`config.mk`:
```
export PLATFORM = sky130hd
export DESIGN_NAME = bmhq_ctrl
export DESIGN_NICKNAME = d
export VERILOG_FILES = /design/src/hdl/binary_min_heap_queue_core_macros.svh /design/src/hdl/bmhq_pkg.sv /design/src/hdl/bmhq_ctrl.sv
export SDC_FILE = /design/constraint.sdc
export NUM_CORES = 1
export LEC_CHECK = 0
export ABC_AREA = 1
export BUFFER_PORTS_ARGS = -buffer_cell sky130_fd_sc_hd__buf_4
export CAP_MARGIN = 20
export CORE_AREA = 2 2 39 41
export DETAILED_ROUTE_END_ITERATION = 10
export DIE_AREA = 0 0 41 43
export PLACE_DENSITY = 0.67
export SKIP_CTS_REPAIR_TIMING = 1
export SYNTH_ARGS = -nofsm -noshare
export SYNTH_HDL_FRONTEND = slang
export SYNTH_SLANG_ARGS = --single-unit
export TNS_END_PERCENT = 10
```
`constraint.sdc`:
```
create_clock -name clk_i -period 1.77 [get_ports clk_i]
set_clock_uncertainty 0.05 [all_clocks]
set_input_delay 0.177 -clock clk_i [delete_from_list [all_inputs] [get_ports clk_i]]
set_output_delay 0.177 -clock clk_i [all_outputs]
set_load 0.05 [all_outputs]
```
`src/hdl/binary_min_heap_queue_core_macros.svh`:
```
// ----------------------------------------------------------------------------
// Assertion macros for the binary min-heap queue core
// Concurrent assertion wrappers that drop out of synthesis builds.
// ----------------------------------------------------------------------------
`ifndef BINARY_MIN_HEAP_QUEUE_CORE_MACROS_SVH
`define BINARY_MIN_HEAP_QUEUE_CORE_MACROS_SVH
`ifndef SYNTHESIS
// Assertion on an explicit clock and active-low reset.
`define BMHQ_ASSERT_CLK(lbl, clk, rstn, prop, msg) \
  lbl: assert property (@(posedge clk) disable iff (!rstn) (prop)) else $error(msg);
// Assertion on the block's own clock and reset.
`define BMHQ_ASSERT(lbl, prop, msg) `BMHQ_ASSERT_CLK(lbl, clk_i, rst_ni, prop, msg)
`else
`define BMHQ_ASSERT_CLK(lbl, clk, rstn, prop, msg)
`define BMHQ_ASSERT(lbl, prop, msg)
`endif
`endif

```
`src/hdl/bmhq_pkg.sv`:
```
// ----------------------------------------------------------------------------
// bmhq_pkg
// Sizes, codes and shared types of the binary min-heap queue core.
// ----------------------------------------------------------------------------
package bmhq_pkg;

  localparam int HEAP_DEPTH = 128;
  localparam int ADDR_W     = $clog2(HEAP_DEPTH);
  localparam int CNT_W      = $clog2(HEAP_DEPTH + 1);
  localparam int CMP_W      = ADDR_W + 2;
  localparam int KEY_W      = 32;
  localparam int STATUS_W   = 2;
  localparam int COUNT_W    = 8;

  localparam logic OP_INSERT  = 1'b0;
  localparam logic OP_EXTRACT = 1'b1;

  typedef enum logic [STATUS_W-1:0] {
    ST_OK    = 2'd0,
    ST_FULL  = 2'd1,
    ST_EMPTY = 2'd2
  } status_e;

  // Datapath commands issued by the controller, one per cycle.
  typedef enum logic [3:0] {
    CMD_NONE,
    CMD_LOAD,
    CMD_SET_FULL,
    CMD_SET_EMPTY,
    CMD_INS_START,
    CMD_RD_ROOT,
    CMD_RD_LAST,
    CMD_TAKE_LAST,
    CMD_UP_RD,
    CMD_UP_MOVE,
    CMD_PLACE_KEY,
    CMD_DN_RD_L,
    CMD_DN_RD_R,
    CMD_DN_MOVE,
    CMD_EMIT
  } cmd_e;

  typedef struct packed {
    logic op_extract;
    logic full;
    logic empty;
    logic pos_zero;
    logic up_swap;
    logic left_in;
    logic dn_stop;
    logic out_free;
  } dp_status_t;

  // Low bits of the entry count as carried by the result word.
  function automatic logic [COUNT_W-1:0] count_field(input logic [CNT_W-1:0] c);
    logic [CNT_W+COUNT_W-1:0] ext;
    ext = {{COUNT_W{1'b0}}, c};
    return ext[COUNT_W-1:0];
  endfunction

endpackage

```
`src/hdl/bmhq_ctrl.sv`:
```
// ----------------------------------------------------------------------------
// bmhq_ctrl
// Controller: sequences insert and extract requests over the datapath.
// ----------------------------------------------------------------------------
module bmhq_ctrl (
  input  logic                 clk_i,
  input  logic                 rst_ni,
  input  logic                 in_valid_i,
  output logic                 in_ready_o,
  input  bmhq_pkg::dp_status_t sts_i,
  output bmhq_pkg::cmd_e       cmd_o
);

  typedef enum logic [3:0] {
    S_IDLE,
    S_DISPATCH,
    S_UP_CHECK,
    S_UP_CMP,
    S_EX_LAST,
    S_EX_TAKE,
    S_DN_CHECK,
    S_DN_RD_R,
    S_DN_CMP,
    S_FINISH
  } state_e;

  state_e state_q, state_d;
  logic   in_ready_q, in_ready_d;

  always_comb begin
    state_d    = state_q;
    in_ready_d = in_ready_q;
    cmd_o      = bmhq_pkg::CMD_NONE;
    case (state_q)
      S_IDLE: begin
        if (in_valid_i && in_ready_q) begin
          cmd_o      = bmhq_pkg::CMD_LOAD;
          in_ready_d = 1'b0;
          state_d    = S_DISPATCH;
        end
      end
      S_DISPATCH: begin
        if (!sts_i.op_extract) begin
          if (sts_i.full) begin
            cmd_o   = bmhq_pkg::CMD_SET_FULL;
            state_d = S_FINISH;
          end else begin
            cmd_o   = bmhq_pkg::CMD_INS_START;
            state_d = S_UP_CHECK;
          end
        end else if (sts_i.empty) begin
          cmd_o   = bmhq_pkg::CMD_SET_EMPTY;
          state_d = S_FINISH;
        end else begin
          cmd_o   = bmhq_pkg::CMD_RD_ROOT;
          state_d = S_EX_LAST;
        end
      end
      S_UP_CHECK: begin
        if (sts_i.pos_zero) begin
          cmd_o   = bmhq_pkg::CMD_PLACE_KEY;
          state_d = S_FINISH;
        end else begin
          cmd_o   = bmhq_pkg::CMD_UP_RD;
          state_d = S_UP_CMP;
        end
      end
      S_UP_CMP: begin
        if (sts_i.up_swap) begin
          cmd_o   = bmhq_pkg::CMD_UP_MOVE;
          state_d = S_UP_CHECK;
        end else begin
          cmd_o   = bmhq_pkg::CMD_PLACE_KEY;
          state_d = S_FINISH;
        end
      end
      S_EX_LAST: begin
        cmd_o   = bmhq_pkg::CMD_RD_LAST;
        state_d = S_EX_TAKE;
      end
      S_EX_TAKE: begin
        cmd_o   = bmhq_pkg::CMD_TAKE_LAST;
        state_d = S_DN_CHECK;
      end
      S_DN_CHECK: begin
        if (sts_i.left_in) begin
          cmd_o   = bmhq_pkg::CMD_DN_RD_L;
          state_d = S_DN_RD_R;
        end else begin
          cmd_o   = bmhq_pkg::CMD_PLACE_KEY;
          state_d = S_FINISH;
        end
      end
      S_DN_RD_R: begin
        cmd_o   = bmhq_pkg::CMD_DN_RD_R;
        state_d = S_DN_CMP;
      end
      S_DN_CMP: begin
        if (sts_i.dn_stop) begin
          cmd_o   = bmhq_pkg::CMD_PLACE_KEY;
          state_d = S_FINISH;
        end else begin
          cmd_o   = bmhq_pkg::CMD_DN_MOVE;
          state_d = S_DN_CHECK;
        end
      end
      S_FINISH: begin
        // Hold the finished word until the result register is free.
        if (sts_i.out_free) begin
          cmd_o      = bmhq_pkg::CMD_EMIT;
          in_ready_d = 1'b1;
          state_d    = S_IDLE;
        end
      end
      default: begin
        state_d    = S_IDLE;
        in_ready_d = 1'b1;
      end
    endcase
  end

  always_ff @(posedge clk_i or negedge rst_ni) begin
    if (!rst_ni) begin
      state_q    <= S_IDLE;
      in_ready_q <= 1'b1;
    end else begin
      state_q    <= state_d;
      in_ready_q <= in_ready_d;
    end
  end

  assign in_ready_o = in_ready_q;

endmodule

```
* Yosys cells after proc, flatten, opt, wreduce, memory -nomap -nowiden
Index checks and enable logic that the tools add are counted.
** Operators by class
- Equal/unequal tests :: 11
- Mux-type cells :: 23
- Bitwise logic cells :: 1
- Reductions and logical operators :: 5
** Operators with widths (number)
- $pmux W4 S10 :: 2
- $mux W4 :: 11
- $eq A4 B3 Y1 const B :: 4
- $mux W3 :: 3
- $eq A4 B2 Y1 const B :: 2
- $eq A4 B4 Y1 const B :: 2
- $reduce_or A8 Y1 :: 1
- $eq A4 B1 Y1 const B :: 1
- $logic_not A4 Y1 :: 1
- $mux W1 :: 4
- $mux W2 :: 2
- $ne A2 B2 Y1 const B :: 2
- $pmux W1 S3 :: 1
- $reduce_and A3 Y1 :: 1
- $reduce_and A2 Y1 :: 1
- $logic_and A1 B1 Y1 :: 1
- $not A1 Y1 :: 1
** Storage, ports and cells
- Register bits after elaboration :: 5
- Input bits :: 11
- Output and inout bits :: 5
- Word-level logic and storage cells :: 42

* Logic depth before layout (Yosys ltp)
- Word-level depth :: 4
- Gate-level depth with buffers :: 9
- Mapped depth without buffers :: 9

* Worst setup path before layout
No wires, ideal clock.
- Kind :: register to output
- From :: register state_q[3]
- To :: output port cmd_o[3]
- Data arrival time :: 1721 ps
- Required time :: 1543 ps
- Path slack :: -178 ps
- Cell stages (with the launch flop) :: 4
- Path buffers :: 0
- Cells stage by stage :: dfrtp_1 > inv_1 > nand2_1 > o21ai_0
** Between the ends
- Cells in the longest elaborated chain, start to end :: 2
- Elaborated cells between the ends (all ways) :: 11
- Those cells by class :: eq/ne: 9; mux: 1; reduce/logical: 1
** RTL lines
- start, declared :: RTL line bmhq_ctrl.sv:27 : state_e state_q, state_d;
- start signal, assigned :: RTL line bmhq_ctrl.sv:127 : state_q <= state_d;
- $eq A4 B4 Y1 (tied with other cells) :: RTL line bmhq_ctrl.sv:34 : case (state_q)
- $pmux W4 S10 * :: RTL line bmhq_ctrl.sv:34
- end, declared :: RTL line bmhq_ctrl.sv:11 : output bmhq_pkg::cmd_e cmd_o
Every way passes the cells marked *; elsewhere a longest branch is shown, timed or not.

* Final worst setup path
- From :: register state_q[0]
- To :: output port cmd_o[2]
Same word-level chain as after synthesis.

==> impl_metrics.env <==
export IMPL_place_ws_ns=0.2184
export IMPL_slew_viol_final=0
export IMPL_rows=14
export IMPL_timing_final_crit_share_pct=97.26
export IMPL_placedInstanceArea_sq_um=661.9
export IMPL_areaGrowthSynthToFinish_pct=42.08
export IMPL_drc=0
export IMPL_worst_endpoint_arrival_ns=1.49
export IMPL_setup_slack_ns=0.04843
export IMPL_status="finished, final reports clean"
export IMPL_dr_first_iter_drc_count=23
export IMPL_clock_path_buffers=2
export IMPL_syn_inst=93
export IMPL_synth_top_area_share_pct=21.28
export IMPL_fin_cells=131
export IMPL_slew_headroom_pct=86.68
export IMPL_cts_made_buffers=3
export IMPL_h_tree_depth=1
export IMPL_synth_ff_type="dfrtp_1"
export IMPL_grt_use_total_pct=17.88
export IMPL_most_common_layout_cells="29 x nand2_1, 15 x buf_4, 12 x inv_1"
export IMPL_vdd_drop_max_mv=0.9569
export IMPL_clk_latency_ns=0.24
export IMPL_layout_commonest_cell="nand2_1"
export IMPL_antenna_found_initial=0
export IMPL_nets=127
export IMPL_overflow=0
export IMPL_synth_distinct_cells=18
export IMPL_clock_fmax_ghz=0.5809
export IMPL_rsz0062_at_grt="true"
export IMPL_ys_seq_area_share_pct=23.88
export IMPL_fp_dieH_microns=43
export IMPL_hold_path_startpoint="sts_i[4]"
export IMPL_tightest_slew_ns=0.1983
export IMPL_postLayoutCoreUtil_pct=54.34
export IMPL_antenna_left=0
export IMPL_num_io_pins=16
export IMPL_setup_viol=0
export IMPL_startpoint_type="register"
export IMPL_grt_pass1_wl_microns=2132
export IMPL_synth_edf_count=0
export IMPL_fin_crit_ns=1.722
export IMPL_power_leakage_uw=0.0004142
export IMPL_path_max_fanout=5
export IMPL_synth_seq_cells=5
export IMPL_initial_core_util_pct=38.25
export IMPL_port_buffers=15
export IMPL_async_flop_share_pct=100.0
export IMPL_crit_start="state_q[0]"
export IMPL_post_drt_wl_per_cell_microns=10.82
export IMPL_die_area_sq_mm=0.001763
export IMPL_tritoncts="yes"
export IMPL_end_kind="output pin"
export IMPL_wl_microns=1417
export IMPL_ctsRootBufferMaster="clkbuf_4"
export IMPL_die_w_microns=41
export IMPL_avgViaCountPerCell=5.000
export IMPL_cts_num_sinks=5
export IMPL_syn_area_sq_um=529.3
export IMPL_n_antenna_cell=0
export IMPL_worstSetupPathType="reg2out"
export IMPL_grt_pass1_vias=511
export IMPL_hp_class="in2reg"
export IMPL_cap_violations=0
export IMPL_fillers=141
export IMPL_fin_setup_tns_ns=0
export IMPL_dp_final_hpwl_microns=1133
export IMPL_yosysWarnings=0
export IMPL_first_pass_iters=4
export IMPL_drive_above_1_share_pct=37.39
export IMPL_r2r_start="state_q[0]"
export IMPL_grt_max_degree=6
export IMPL_synth_area_leaders="nand2_1 21%, dfrtp_1 19%, inv_1 9.9%"
export IMPL_design_area_sq_um=752.0
export IMPL_clk_pin_slew_ns=0.04
export IMPL_fp_coreArea_sq_mm=0.001384
export IMPL_power_density_mw_per_mm2=2001
export IMPL_synth_area_per_cell_sq_um=5.691
export IMPL_dp_cells=124
export IMPL_finalHoldViolations=0
export IMPL_worstPathRequired_ns=1.54
export IMPL_synth_area_leader_cell="nand2_1"
export IMPL_syn_num_nets=104
export IMPL_gp_congestion=0.8117
export IMPL_vias=655
## state kept, by name, indices dropped and copies added (netlist names)
| register | cells |
|---|---|
| in_ready_o | 1 |
| state_q | 4 |
## kinds of logic after synthesis
logic type      Yosys count  share of synthesized area (%)
compound gates            7                          8.274
simple gates             64                          55.79
flops                     5                          23.88
buf+inv                  17                          12.06
## path summary, 6_finish.rpt
check,to,slack [ns],depth (start not counted)
hold reg to reg,in_ready_o,0.48,2
hold / removal,state_q[1],0.18,4
setup reg to reg,state_q[0],0.52,8
min in group asynchronous,state_q[0],0.22,2
max in group asynchronous,in_ready_o,1.25,2
setup / recovery,cmd_o[2],0.05,5
## Yosys cell counts (2+ instances only)
library cell / instances
nand2_1: 30
inv_1: 14
nor2_1: 11
nand3_1: 10
dfrtp_1: 4
nor2_2: 4
o21ai_0: 4
inv_2: 3
nand2_2: 2
nand4_1: 2
nor2_4: 2
## layout make-up
| class | instances | area [sq um] | area share [%] |
|---|---|---|---|
| Clock buffer | 4 | 26.28 | 3.494 |
| Inverter | 17 | 63.81 | 8.486 |
| Multi-Input combinational cell | 71 | 366.6 | 48.75 |
| Tap cell | 16 | 20.02 | 2.662 |
| Sequential cell | 5 | 130.1 | 17.30 |
| Timing Repair Buffer | 18 | 145.1 | 19.30 |
## report_power, final
group | total [uW] | internal (uW) | switching, uW
Combinational | 1110 | 373 | 734
Clock | 135 | 85.4 | 49.3
Sequential | 263 | 181 | 82.9
## critical path, cell delays in order (launching register included)
cell and delay (ns):
dfrtp_2 0.45, nor2_4 0.17, nand2_1 0.12, or2_1 0.23
nand4_1 0.11, buf_6 0.17
## routing by layer
metal,GRT usage [%],vias to the layer above,routed length [microns]
li1,-,337,-
met1,26.23,292,607
met2,24.69,26,717
met3,7.853,0,93
met4,2.000,0,0
met5,0,-,0
## metrics by stage
stage,hold slack [ns],power [uW]
after floorplan,-0.1686,972.8
after global placement,-0.07041,1226
after detailed placement,-0.06980,1228
after CTS,-0.3325,1371
after global routing,0.1816,1620
final,0.1763,1505
Note: power is estimated with default switching activity, not from simulation.
