--- config.mk ---
export PLATFORM = sky130hd
export DESIGN_NAME = bmhq_dpath
export DESIGN_NICKNAME = d
export VERILOG_FILES = /design/src/hdl/bmhq_pkg.sv /design/src/hdl/bmhq_ram.sv /design/src/hdl/bmhq_dpath.sv
export VERILOG_INCLUDE_DIRS = /design/src /design/src/hdl
export SDC_FILE = /design/constraint.sdc
export NUM_CORES = 2
export LEC_CHECK = 0
export BUFFER_PORTS_ARGS = -buffer_cell sky130_fd_sc_hd__buf_2
export CAP_MARGIN = 20
export CORE_MARGIN = 2
export CORE_UTILIZATION = 40
export DETAILED_ROUTE_END_ITERATION = 10
export PLACE_DENSITY = 0.51
export SYNTH_ARGS = -nofsm -noshare
export SYNTH_HDL_FRONTEND = slang
export SYNTH_SLANG_ARGS = --single-unit
--- constraint.sdc ---
create_clock -name clk_i -period 8.1 [get_ports clk_i]
set_input_delay 1.215 -clock clk_i [delete_from_list [all_inputs] [get_ports clk_i]]
set_output_delay 1.215 -clock clk_i [all_outputs]
set_load 0.02 [all_outputs]
--- src/hdl/binary_min_heap_queue_core_macros.svh ---
// ----------------------------------------------------------------------------
// Assertion macros for the binary min-heap queue core
// Concurrent assertion wrappers that drop out of synthesis builds.
// ----------------------------------------------------------------------------
`ifndef BINARY_MIN_HEAP_QUEUE_CORE_MACROS_SVH
`define BINARY_MIN_HEAP_QUEUE_CORE_MACROS_SVH
`ifndef SYNTHESIS
// Assertion on an explicit clock and active-low reset.
`define BMHQ_ASSERT_CLK(lbl, clk, rstn, prop, msg) \
  lbl: assert property (@(posedge clk) disable iff (!rstn) (prop)) else $error(msg);
// Assertion on the block's own clock and reset.
`define BMHQ_ASSERT(lbl, prop, msg) `BMHQ_ASSERT_CLK(lbl, clk_i, rst_ni, prop, msg)
`else
`define BMHQ_ASSERT_CLK(lbl, clk, rstn, prop, msg)
`define BMHQ_ASSERT(lbl, prop, msg)
`endif
`endif

--- src/hdl/bmhq_pkg.sv ---
// ----------------------------------------------------------------------------
// bmhq_pkg
// Sizes, codes and shared types of the binary min-heap queue core.
// ----------------------------------------------------------------------------
package bmhq_pkg;

  localparam int HEAP_DEPTH = 128;
  localparam int ADDR_W     = $clog2(HEAP_DEPTH);
  localparam int CNT_W      = $clog2(HEAP_DEPTH + 1);
  localparam int CMP_W      = ADDR_W + 2;
  localparam int KEY_W      = 32;
  localparam int STATUS_W   = 2;
  localparam int COUNT_W    = 8;

  localparam logic OP_INSERT  = 1'b0;
  localparam logic OP_EXTRACT = 1'b1;

  typedef enum logic [STATUS_W-1:0] {
    ST_OK    = 2'd0,
    ST_FULL  = 2'd1,
    ST_EMPTY = 2'd2
  } status_e;

  // Datapath commands issued by the controller, one per cycle.
  typedef enum logic [3:0] {
    CMD_NONE,
    CMD_LOAD,
    CMD_SET_FULL,
    CMD_SET_EMPTY,
    CMD_INS_START,
    CMD_RD_ROOT,
    CMD_RD_LAST,
    CMD_TAKE_LAST,
    CMD_UP_RD,
    CMD_UP_MOVE,
    CMD_PLACE_KEY,
    CMD_DN_RD_L,
    CMD_DN_RD_R,
    CMD_DN_MOVE,
    CMD_EMIT
  } cmd_e;

  typedef struct packed {
    logic op_extract;
    logic full;
    logic empty;
    logic pos_zero;
    logic up_swap;
    logic left_in;
    logic dn_stop;
    logic out_free;
  } dp_status_t;

  // Low bits of the entry count as carried by the result word.
  function automatic logic [COUNT_W-1:0] count_field(input logic [CNT_W-1:0] c);
    logic [CNT_W+COUNT_W-1:0] ext;
    ext = {{COUNT_W{1'b0}}, c};
    return ext[COUNT_W-1:0];
  endfunction

endpackage

--- src/hdl/bmhq_ram.sv ---
// ----------------------------------------------------------------------------
// bmhq_ram
// Simple dual-port RAM: one write port, one read port with registered data.
// ----------------------------------------------------------------------------
module bmhq_ram #(
  parameter int WIDTH = 32,
  parameter int DEPTH = 128
) (
  input  logic                     clk_i,
  input  logic                     wr_en_i,
  input  logic [$clog2(DEPTH)-1:0] wr_addr_i,
  input  logic [WIDTH-1:0]         wr_data_i,
  input  logic                     rd_en_i,
  input  logic [$clog2(DEPTH)-1:0] rd_addr_i,
  output logic [WIDTH-1:0]         rd_data_o
);

  logic [WIDTH-1:0] mem [DEPTH];
  logic [WIDTH-1:0] rd_data_q;

  always_ff @(posedge clk_i) begin
    if (wr_en_i) begin
      mem[wr_addr_i] <= wr_data_i;
    end
    if (rd_en_i) begin
      rd_data_q <= mem[rd_addr_i];
    end
  end

  assign rd_data_o = rd_data_q;

endmodule

--- src/hdl/bmhq_dpath.sv ---
// ----------------------------------------------------------------------------
// bmhq_dpath
// Heap datapath: key store, entry count, sift position, compares and the
// result register.
// ----------------------------------------------------------------------------
`include "binary_min_heap_queue_core_macros.svh"

module bmhq_dpath (
  input  logic                                clk_i,
  input  logic                                rst_ni,
  input  bmhq_pkg::cmd_e                      cmd_i,
  input  logic                                opcode_i,
  input  logic signed [bmhq_pkg::KEY_W-1:0]   value_i,
  input  logic                                rsp_ready_i,
  output bmhq_pkg::dp_status_t                sts_o,
  output logic                                rsp_valid_o,
  output logic signed [bmhq_pkg::KEY_W-1:0]   rsp_min_value_o,
  output logic        [bmhq_pkg::STATUS_W-1:0] rsp_status_o,
  output logic        [bmhq_pkg::COUNT_W-1:0]  rsp_count_o
);

  localparam int ADDR_W = bmhq_pkg::ADDR_W;
  localparam int CNT_W  = bmhq_pkg::CNT_W;
  localparam int CMP_W  = bmhq_pkg::CMP_W;
  localparam int KEY_W  = bmhq_pkg::KEY_W;

  logic                        op_q, op_d;
  logic signed [KEY_W-1:0]     key_q, key_d;
  logic signed [KEY_W-1:0]     left_q, left_d;
  logic signed [KEY_W-1:0]     min_q, min_d;
  logic [CNT_W-1:0]            count_q, count_d;
  logic [ADDR_W-1:0]           pos_q, pos_d;
  bmhq_pkg::status_e           st_q, st_d;

  logic                            out_valid_q, out_valid_d;
  logic signed [KEY_W-1:0]         out_min_q, out_min_d;
  bmhq_pkg::status_e               out_st_q, out_st_d;
  logic [bmhq_pkg::COUNT_W-1:0]    out_cnt_q, out_cnt_d;

  logic                rd_en, wr_en;
  logic [ADDR_W-1:0]   rd_addr, wr_addr;
  logic [KEY_W-1:0]    wr_data, rd_data;
  logic signed [KEY_W-1:0] rd_key;

  logic [ADDR_W-1:0]   pos_m1, parent_addr;
  logic [CMP_W-1:0]    left_w, right_w, n_w;
  logic [CNT_W-1:0]    cnt_m1;
  logic                left_in, right_in, left_lt, right_lt, dn_stop, up_swap, out_free;
  logic signed [KEY_W-1:0] best_key;

  bmhq_ram #(
    .WIDTH (KEY_W),
    .DEPTH (bmhq_pkg::HEAP_DEPTH)
  ) u_store (
    .clk_i     (clk_i),
    .wr_en_i   (wr_en),
    .wr_addr_i (wr_addr),
    .wr_data_i (wr_data),
    .rd_en_i   (rd_en),
    .rd_addr_i (rd_addr),
    .rd_data_o (rd_data)
  );

  assign rd_key      = $signed(rd_data);
  assign pos_m1      = pos_q - ADDR_W'(1);
  assign parent_addr = pos_m1 >> 1;
  assign left_w      = {1'b0, pos_q, 1'b1};
  assign right_w     = left_w + CMP_W'(1);
  assign n_w         = CMP_W'(count_q);
  assign cnt_m1      = count_q - CNT_W'(1);
  assign left_in     = left_w < n_w;
  assign right_in    = right_w < n_w;

  // The left child value is held in left_q; the right child value arrives
  // on the read port in the compare cycle.
  assign left_lt  = left_q < key_q;
  assign best_key = left_lt ? left_q : key_q;
  assign right_lt = right_in && (rd_key < best_key);
  assign dn_stop  = !left_lt && !right_lt;
  assign up_swap  = key_q < rd_key;
  assign out_free = !out_valid_q || rsp_ready_i;

  assign sts_o.op_extract = (op_q == bmhq_pkg::OP_EXTRACT);
  assign sts_o.full       = (count_q == CNT_W'(bmhq_pkg::HEAP_DEPTH));
  assign sts_o.empty      = (count_q == '0);
  assign sts_o.pos_zero   = (pos_q == '0);
  assign sts_o.up_swap    = up_swap;
  assign sts_o.left_in    = left_in;
  assign sts_o.dn_stop    = dn_stop;
  assign sts_o.out_free   = out_free;

  always_comb begin
    op_d        = op_q;
    key_d       = key_q;
    left_d      = left_q;
    min_d       = min_q;
    count_d     = count_q;
    pos_d       = pos_q;
    st_d        = st_q;
    out_valid_d = out_valid_q && !rsp_ready_i;
    out_min_d   = out_min_q;
    out_st_d    = out_st_q;
    out_cnt_d   = out_cnt_q;
    rd_en       = 1'b0;
    rd_addr     = '0;
    wr_en       = 1'b0;
    wr_addr     = pos_q;
    wr_data     = key_q;
    case (cmd_i)
      bmhq_pkg::CMD_LOAD: begin
        op_d  = opcode_i;
        key_d = value_i;
        min_d = '0;
        st_d  = bmhq_pkg::ST_OK;
      end
      bmhq_pkg::CMD_SET_FULL: begin
        st_d = bmhq_pkg::ST_FULL;
      end
      bmhq_pkg::CMD_SET_EMPTY: begin
        st_d = bmhq_pkg::ST_EMPTY;
      end
      bmhq_pkg::CMD_INS_START: begin
        pos_d   = count_q[ADDR_W-1:0];
        count_d = count_q + CNT_W'(1);
      end
      bmhq_pkg::CMD_RD_ROOT: begin
        rd_en   = 1'b1;
        rd_addr = '0;
      end
      bmhq_pkg::CMD_RD_LAST: begin
        rd_en   = 1'b1;
        rd_addr = cnt_m1[ADDR_W-1:0];
        min_d   = rd_key;
        count_d = cnt_m1;
      end
      bmhq_pkg::CMD_TAKE_LAST: begin
        key_d = rd_key;
        pos_d = '0;
      end
      bmhq_pkg::CMD_UP_RD: begin
        rd_en   = 1'b1;
        rd_addr = parent_addr;
      end
      bmhq_pkg::CMD_UP_MOVE: begin
        // The parent drops into the hole and the hole moves up.
        wr_en   = 1'b1;
        wr_data = rd_data;
        pos_d   = parent_addr;
      end
      bmhq_pkg::CMD_PLACE_KEY: begin
        wr_en   = 1'b1;
        wr_data = key_q;
      end
      bmhq_pkg::CMD_DN_RD_L: begin
        rd_en   = 1'b1;
        rd_addr = left_w[ADDR_W-1:0];
      end
      bmhq_pkg::CMD_DN_RD_R: begin
        left_d  = rd_key;
        rd_en   = right_in;
        rd_addr = right_w[ADDR_W-1:0];
      end
      bmhq_pkg::CMD_DN_MOVE: begin
        wr_en = 1'b1;
        if (right_lt) begin
          wr_data = rd_data;
          pos_d   = right_w[ADDR_W-1:0];
        end else begin
          wr_data = left_q;
          pos_d   = left_w[ADDR_W-1:0];
        end
      end
      bmhq_pkg::CMD_EMIT: begin
        out_valid_d = 1'b1;
        out_min_d   = min_q;
        out_st_d    = st_q;
        out_cnt_d   = bmhq_pkg::count_field(count_q);
      end
      default: begin
      end
    endcase
  end

  always_ff @(posedge clk_i or negedge rst_ni) begin
    if (!rst_ni) begin
      count_q     <= '0;
      out_valid_q <= 1'b0;
    end else begin
      count_q     <= count_d;
      out_valid_q <= out_valid_d;
    end
  end

  always_ff @(posedge clk_i) begin
    op_q      <= op_d;
    key_q     <= key_d;
    left_q    <= left_d;
    min_q     <= min_d;
    pos_q     <= pos_d;
    st_q      <= st_d;
    out_min_q <= out_min_d;
    out_st_q  <= out_st_d;
    out_cnt_q <= out_cnt_d;
  end

  assign rsp_valid_o     = out_valid_q;
  assign rsp_min_value_o = out_min_q;
  assign rsp_status_o    = out_st_q;
  assign rsp_count_o     = out_cnt_q;

  `BMHQ_ASSERT(a_count_range, count_q <= CNT_W'(bmhq_pkg::HEAP_DEPTH), "entry count beyond depth")
  `BMHQ_ASSERT(a_emit_free, (cmd_i == bmhq_pkg::CMD_EMIT) |-> out_free, "result overwritten")
  `BMHQ_ASSERT(a_emit_valid, (cmd_i == bmhq_pkg::CMD_EMIT) |=> out_valid_q, "result not shown")
  `BMHQ_ASSERT(a_up_nonroot, (cmd_i == bmhq_pkg::CMD_UP_MOVE) |-> (pos_q != '0), "root moved up")
  `BMHQ_ASSERT(a_last_nonempty, (cmd_i == bmhq_pkg::CMD_RD_LAST) |-> (count_q != '0),
               "extract from empty heap")

endmodule

# Word level (Yosys, flattened, before mapping)
# Memory sizes are Yosys's and may differ from the RTL's. A register that Yosys moved wholly into a read port is not among the register bits.
# Cells that the tools add are included.
# op_classes
n_eq_ne	15
reduce_logical	17
n_lt_le_gt_ge	5
add_sub_neg	4
mux	15
# op_table
cell	count
$pmux W32 S2	3
$lt A32 B32 Y1	3
$mux W32	2
$pmux W7 S4	2
$eq A4 B4 Y1 const B	7
$eq A4 B3 Y1 const B	4
$pmux W8 S2	1
$add A8 B1 Y9 const B	1
$lt A9 B8 Y1	1
$add A8 B1 Y8 const B	1
$eq A4 B2 Y1 const B	2
$eq A8 B8 Y1 const B	1
$logic_not A8 Y1	1
$lt A8 B8 Y1	1
$sub A8 B1 Y8 const B	1
$logic_not A7 Y1	1
$mux W7	1
$sub A7 B1 Y7 const B	1
$pmux W2 S3	1
$reduce_bool A2 Y1	3
$eq A4 B1 Y1 const B	1
$logic_not A1 Y1	4
$mux W1	4
$reduce_bool A4 Y1	1
6 further kinds	8
# totals
register_bits	157
mem_count	1
mem_bits_rw	4096
word_cells	68
out_inout_bits	51
# memory_table
memory	depth	width	rd	rd_ports_with_merged_regs	wr	line_no	source
u_store.mem	128	32	1	1	1	bmhq_ram.sv:18	logic [WIDTH-1:0] mem [DEPTH];

# Longest topological paths before layout
# depth
word_depth	6
mapped_depth	23
depth_no_buf	20

# Modules after synthesis
# A second synthesis with hierarchy kept.
# unflattened
hier_cells	6909
area_unflattened_um2	166388.3
# modules_own_cells
mod	cells_each	area_each_um2	instances
bmhq_ram	5990	156596.4	1
bmhq_dpath	919	9791.9	1

# Worst setup path after synthesis
# No wires, ideal clock.
# synth_timing
path_type	reg2reg
startpoint	reg key_q[2]
endpoint	mem u_store.mem[0][0] (data pin)
path_buffers	3
path_stages_with_launch	24
period_less_slack_ns	7.316
setup_slack_ns	0.784
required_ns	7.568
arrival_ns	6.784
cell_sequence	edfxtp_1 > inv_1 > ha_1 > a211o_1 > a31oi_1 > o31ai_2 > a2111oi_4 > o21a_1 > mux2_2 > clkbuf_1 > buf_1 > mux2i_1 > ha_1 > a21o_1 > a21o_1 > a21oi_1 > o21ai_1 > a2111oi_0 > nand2_1 > o311a_4 > mux2i_4 > a21o_4 > buf_6 > a221o_1
# synth_between
elab_chain_len	6
# synth_rtl
element	line_no	source
from (decl)	bmhq_dpath.sv:28	logic signed [KEY_W-1:0] key_q, key_d;
from (signal assigned)	bmhq_dpath.sv:196	key_q <= key_d;
$lt A32 B32 Y1	bmhq_dpath.sv:76	assign left_lt = left_q < key_q;
$mux W32 *	bmhq_dpath.sv:77	assign best_key = left_lt ? left_q : key_q;
$lt A32 B32 Y1 *	bmhq_dpath.sv:78	assign right_lt = right_in && (rd_key < best_key);
$logic_and A1 B1 Y1 *	bmhq_dpath.sv:78	
$mux W32 *	bmhq_dpath.sv:165	if (right_lt) begin
$pmux W32 S2 *	bmhq_dpath.sv:109	case (cmd_i)
named net u_store.wr_data_i[0]	bmhq_ram.sv:12	input logic [WIDTH-1:0] wr_data_i,
to (decl)	bmhq_ram.sv:18	
# Mark *: on every way through the listed nets, which the timed path passes. The rest lies on a longest branch.

==> PnR_summary.wiki <==
{| class="wikitable"
! Metric !! Value
|-
| Overall track demand over capacity in global routing || 0.267
|-
| Class of the tightest hold or removal check || primary input to asynchronous set/reset pin
|-
| Worst Path Class, Setup || flip-flop to primary output
|-
| # setup viols final || 0
|-
| Data required, critical path || 6.88 ns
|-
| Syn Std Cell Area || about 0.17 sq mm
|-
| Initial antenna violation count || 35
|-
| Count of distinct cell types in the synthesized netlist || 69
|-
| #FFs+latches synth || 4,285
|-
| Global-route wire length before repair || around 840 mm
|-
| Worst setup slack after layout || around 0.37 ns
|-
| Largest net degree at the start of global routing || approximately 120
|-
| Area grow syn2layout || 14.6%
|-
| Slowest cell on the critical path || sky130_fd_sc_hd__edfxtp_1
|-
| Capture point of the worst reg-to-reg path || u_store.mem[118][15]$_DFFE_PP_
|-
| Total wire length || 598 mm
|-
| Boundary pin count || 91
|-
| Clock slew at reported path FFs || 0.06 ns
|-
| Worst-path maximum fanout || 8
|-
| Slew at the pin with the worst max-slew slack || 1.27 ns
|-
| Filler instances || 37,900
|-
| Post-CTS resize count || 0
|-
| Worst setup slack for register-to-register paths || 0.96 ns
|-
| Max Cap Violations || 0
|-
| Startpoint Class || flip-flop
|-
| Cell types with the largest area share after synthesis || sky130_fd_sc_hd__edfxtp_1, sky130_fd_sc_hd__nand2_1, sky130_fd_sc_hd__nand3_1, sky130_fd_sc_hd__a311oi_1, sky130_fd_sc_hd__clkbuf_1
|-
| DP Area || roughly 0.18 sq mm
|-
| Number of sinks driven by the clock tree || ~4,300
|-
| Type of destination of the critical path || primary output
|-
| Highest ir drop seen on vdd || 198 uV
|-
| Power per standard cell area || roughly 260 mW/mm^2
|-
| Wire per inst || ~30 um
|-
| Grt ovf || 0
|-
| Worst Setup SP || key_q[5]$_DFFE_PP_
|-
| Remaining antenna violation count after routing || 0
|-
| Fmax || 0.129 GHz
|-
| Arrival time at the worst endpoint || approximately 6.5 ns
|-
| Clk_lat worst skew || ~1.0 ns
|-
| Most common cell after layout, fill and taps aside || sky130_fd_sc_hd__edfxtp_1
|-
| Crit path buf inv count || 5
|-
| Depth of the CTS H-tree || 5
|-
| # DRC || 0
|-
| Effective utilization at floorplan || 0.402
|-
| Finished Cell Area || ~0.20 sq mm
|-
| Async set-reset flop share out of synthesis || 0.00210
|-
| Startpoint of the lowest-slack register-to-register path || key_q[5]$_DFFE_PP_
|-
| Lkg Pwr || between 60 and 70 nW
|-
| Core region area || around 0.43 sq mm
|-
| RSZ-0062 raised after global routing || no
|-
| Worst setup slack before clock tree synthesis || a little under 1 ns
|-
| Port Buffers || 90
|-
| Layout cell share with drive strength beyond 1 || 0.106
|-
| Via total after detailed routing || about 120k
|-
| Clock Tree Root || sky130_fd_sc_hd__clkbuf_16
|-
| Syn Nets || about 13,000
|-
| Largest area contributor in the netlist || sky130_fd_sc_hd__edfxtp_1
|-
| Number of clock buffers inserted by TritonCTS || between 400 and 500
|-
| # hold bufs at CTS || 0
|-
| Final weighted congestion of routability-driven global placement || 0.886
|-
| Detail-routed via count per cell || slightly below 6
|-
| X dimension of the die || 662 um
|-
| Die area || about 0.44 sq mm
|-
| Cell repeated most along the worst path || sky130_fd_sc_hd__buf_4
|-
| Final HPWL DP || around 330 mm
|-
| Top_reg_cell synth || sky130_fd_sc_hd__edfxtp_1
|-
| CP endpoint || sts_o[1]
|-
| Share of the clock period used by the worst path after layout || 0.954
|-
| CTS tree || yes
|-
| Maximum buffer depth of the clock tree || 4
|-
| Minimum hold slack || about 0.07 ns
|-
| Post-layout power || 0.0514 W
|-
| Outcome || completed
|-
| Number of warnings reported in the yosys synthesis log || 0
|-
| Final-report max-slew violation count || 0
|-
| Crit path time final || 7.73 ns
|-
| Critical Path Stages || 23
|-
| Mean cell area of the mapped netlist || 13.0 sq um
|-
| Count of buffers added by post-CTS timing repair for setup || 0
|-
| Cells after synthesis || about 13,000
|-
| Worst slew slack as a fraction of its limit || 0.146
|-
| Count of flip-flops with a built-in enable after synthesis || 4,276
|-
| Placement row count || about 240
|-
| Share of Yosys cell area claimed by the top area cell type || 0.742
|-
| Post-Route Setup TNS || 0 ns
|-
| Height of the die || between 600 and 700 um
|-
| Largest delay contributor family on the critical path || compound AO/OA/AOI/OAI gates
|-
| Total Nets Final || about 14,000
|-
| Worst clock skew || 0.0596 ns
|-
| Sequential cell area fraction in the yosys report || 0.743
|-
| Most frequent cells in the layout || sky130_fd_sc_hd__edfxtp_1, sky130_fd_sc_hd__nand2_1, sky130_fd_sc_hd__nand3_1
|-
| 1st-pass router iterations || 6
|-
| Max incr delay on CP || around 0.43 ns
|-
| Ordered cell list for the critical path || inv_1 > ha_1 > a211o_1 > a21oi_1 > o31ai_2 > a2111oi_4 > o21a_1 > mux2_4 > buf_4 > mux2i_1 > ha_1 > a21o_1 > a21o_1 > a21oi_1 > o21ai_1 > a2111oi_0 > buf_4 > nand2_1 > o311a_4 > mux2i_4 > buf_4 > nor2_1 > buf_2
|-
| Hold violation count in the final report || 0
|-
| Via count of the first global-routing pass || about 110k
|-
| FF-to-FF path depth || 25
|-
| 1st-iter DRT viols || around 15,000
|}
==> synth_stat cells (4+ instances only) <==
| master | instances |
|---|---|
| sky130_fd_sc_hd__mux2_2 | 4 |
| sky130_fd_sc_hd__clkbuf_1 | 639 |
| sky130_fd_sc_hd__a221o_1 | 33 |
| sky130_fd_sc_hd__and2_1 | 7 |
| sky130_fd_sc_hd__buf_1 | 125 |
| sky130_fd_sc_hd__nor3_1 | 15 |
| sky130_fd_sc_hd__inv_1 | 81 |
| sky130_fd_sc_hd__nand3_1 | 1815 |
| sky130_fd_sc_hd__a211oi_1 | 68 |
| sky130_fd_sc_hd__a21o_1 | 26 |
| sky130_fd_sc_hd__a211o_1 | 66 |
| sky130_fd_sc_hd__nor4b_1 | 4 |
| sky130_fd_sc_hd__a31oi_1 | 132 |
| sky130_fd_sc_hd__buf_2 | 177 |
| sky130_fd_sc_hd__nor4_1 | 65 |
| sky130_fd_sc_hd__o2111ai_1 | 4 |
| sky130_fd_sc_hd__o211ai_1 | 5 |
| sky130_fd_sc_hd__nand2b_1 | 10 |
| sky130_fd_sc_hd__a21oi_1 | 60 |
| sky130_fd_sc_hd__ha_1 | 112 |
| sky130_fd_sc_hd__buf_4 | 10 |
| sky130_fd_sc_hd__dfrtp_1 | 9 |
| sky130_fd_sc_hd__nand4_1 | 17 |
| sky130_fd_sc_hd__and3_1 | 324 |
| sky130_fd_sc_hd__nor2_1 | 256 |
| sky130_fd_sc_hd__o21ai_1 | 7 |
| sky130_fd_sc_hd__a311oi_1 | 704 |
| sky130_fd_sc_hd__nand2_1 | 4046 |
| sky130_fd_sc_hd__o21ai_0 | 63 |
| sky130_fd_sc_hd__xor2_1 | 7 |
| sky130_fd_sc_hd__edfxtp_1 | 4276 |
| sky130_fd_sc_hd__mux2i_1 | 35 |
| sky130_fd_sc_hd__xnor2_1 | 16 |
| sky130_fd_sc_hd__nor2b_1 | 17 |
| sky130_fd_sc_hd__o311a_1 | 32 |
| sky130_fd_sc_hd__o21a_1 | 7 |
==> layer usage <==
metal,GRT usage,share of wire,vias up
met3,0.0438,0.087,943
met5,0,0.000045,-
met2,0.419,0.46,5610
met1,0.378,0.42,59700
li1,-,-,49800
met4,0.0928,0.038,4
==> kinds of logic (layout without fill, tap and decap cells) <==
family / count (synthesis) / count (layout) / synth area share
AND/OR/NAND/NOR: 6594 / 6594 / 0.163
flip-flops: 4285 / 4285 / 0.743
AO/OA/AOI/OAI: 1235 / 1235 / 0.0577
buffers and inverters: 1035 / 1532 / 0.0241
adder cells (fa/ha/maj): 112 / 112 / 0.00810
multiplexers: 41 / 41 / 0.00248
XOR/XNOR: 23 / 23 / 0.00116
other: 0 / 13 / 0
==> how the worst min path moves through the flow <==
stage,to,depth (start not counted),startpoint,slack (ns)
floorplan,rsp_min_value_o[0]$_DFFE_PP_,0,min_q[0]$_SDFFCE_PN0P_,0.40
global placement,rsp_min_value_o[24]$_DFFE_PP_,0,min_q[24]$_SDFFCE_PN0P_,0.41
detailed placement,rsp_min_value_o[20]$_DFFE_PP_,0,min_q[20]$_SDFFCE_PN0P_,0.40
CTS,rsp_valid_o$_DFF_PN0_,1,rst_ni,0.004
global route,count_q[7]$_DFFE_PN0P_,1,rst_ni,0.06
finish,count_q[5]$_DFFE_PN0P_,1,rst_ni,0.07
==> cell type report <==
type                       count  area, sq um  area share
inverter                      81          304     0.00153
multi-input combinational   8005        42000       0.212
sequential                  4285       129000       0.648
clock inverter               286         2570      0.0130
timing repair buffer         628         6050      0.0305
antenna                       13         32.5    0.000164
tap                         5710         7140      0.0360
clock buffer                 537        11700      0.0588
==> stage by stage <==
stage / instances / util
floorplan: 13300 / -
global placement: 18700 / 0.427
detailed placement: 18700 / 0.427
CTS: 19500 / 0.460
global route: 19500 / 0.460
finish: 19500 / 0.460
==> power breakdown <==
part	leakage (nW)	total, W	switching, W	internal [W]
sequential	38.7	0.0250	0.000197	0.0248
clock	6.96	0.0203	0.00871	0.0116
combinational	21.5	0.00621	0.00448	0.00173
==> state kept, by name, summed over array words and instances (netlist names) <==
signal / count
u_store.mem: 4096
key_q: 32
left_q: 32
min_q: 32
rsp_min_value_o: 32
u_store.rd_data_o: 32
count_q: 8
rsp_count_o: 8
pos_q: 7
rsp_status_o: 2
st_q: 2
op_q: 1
rsp_valid_o: 1
Power figures use the tool's default switching activity.
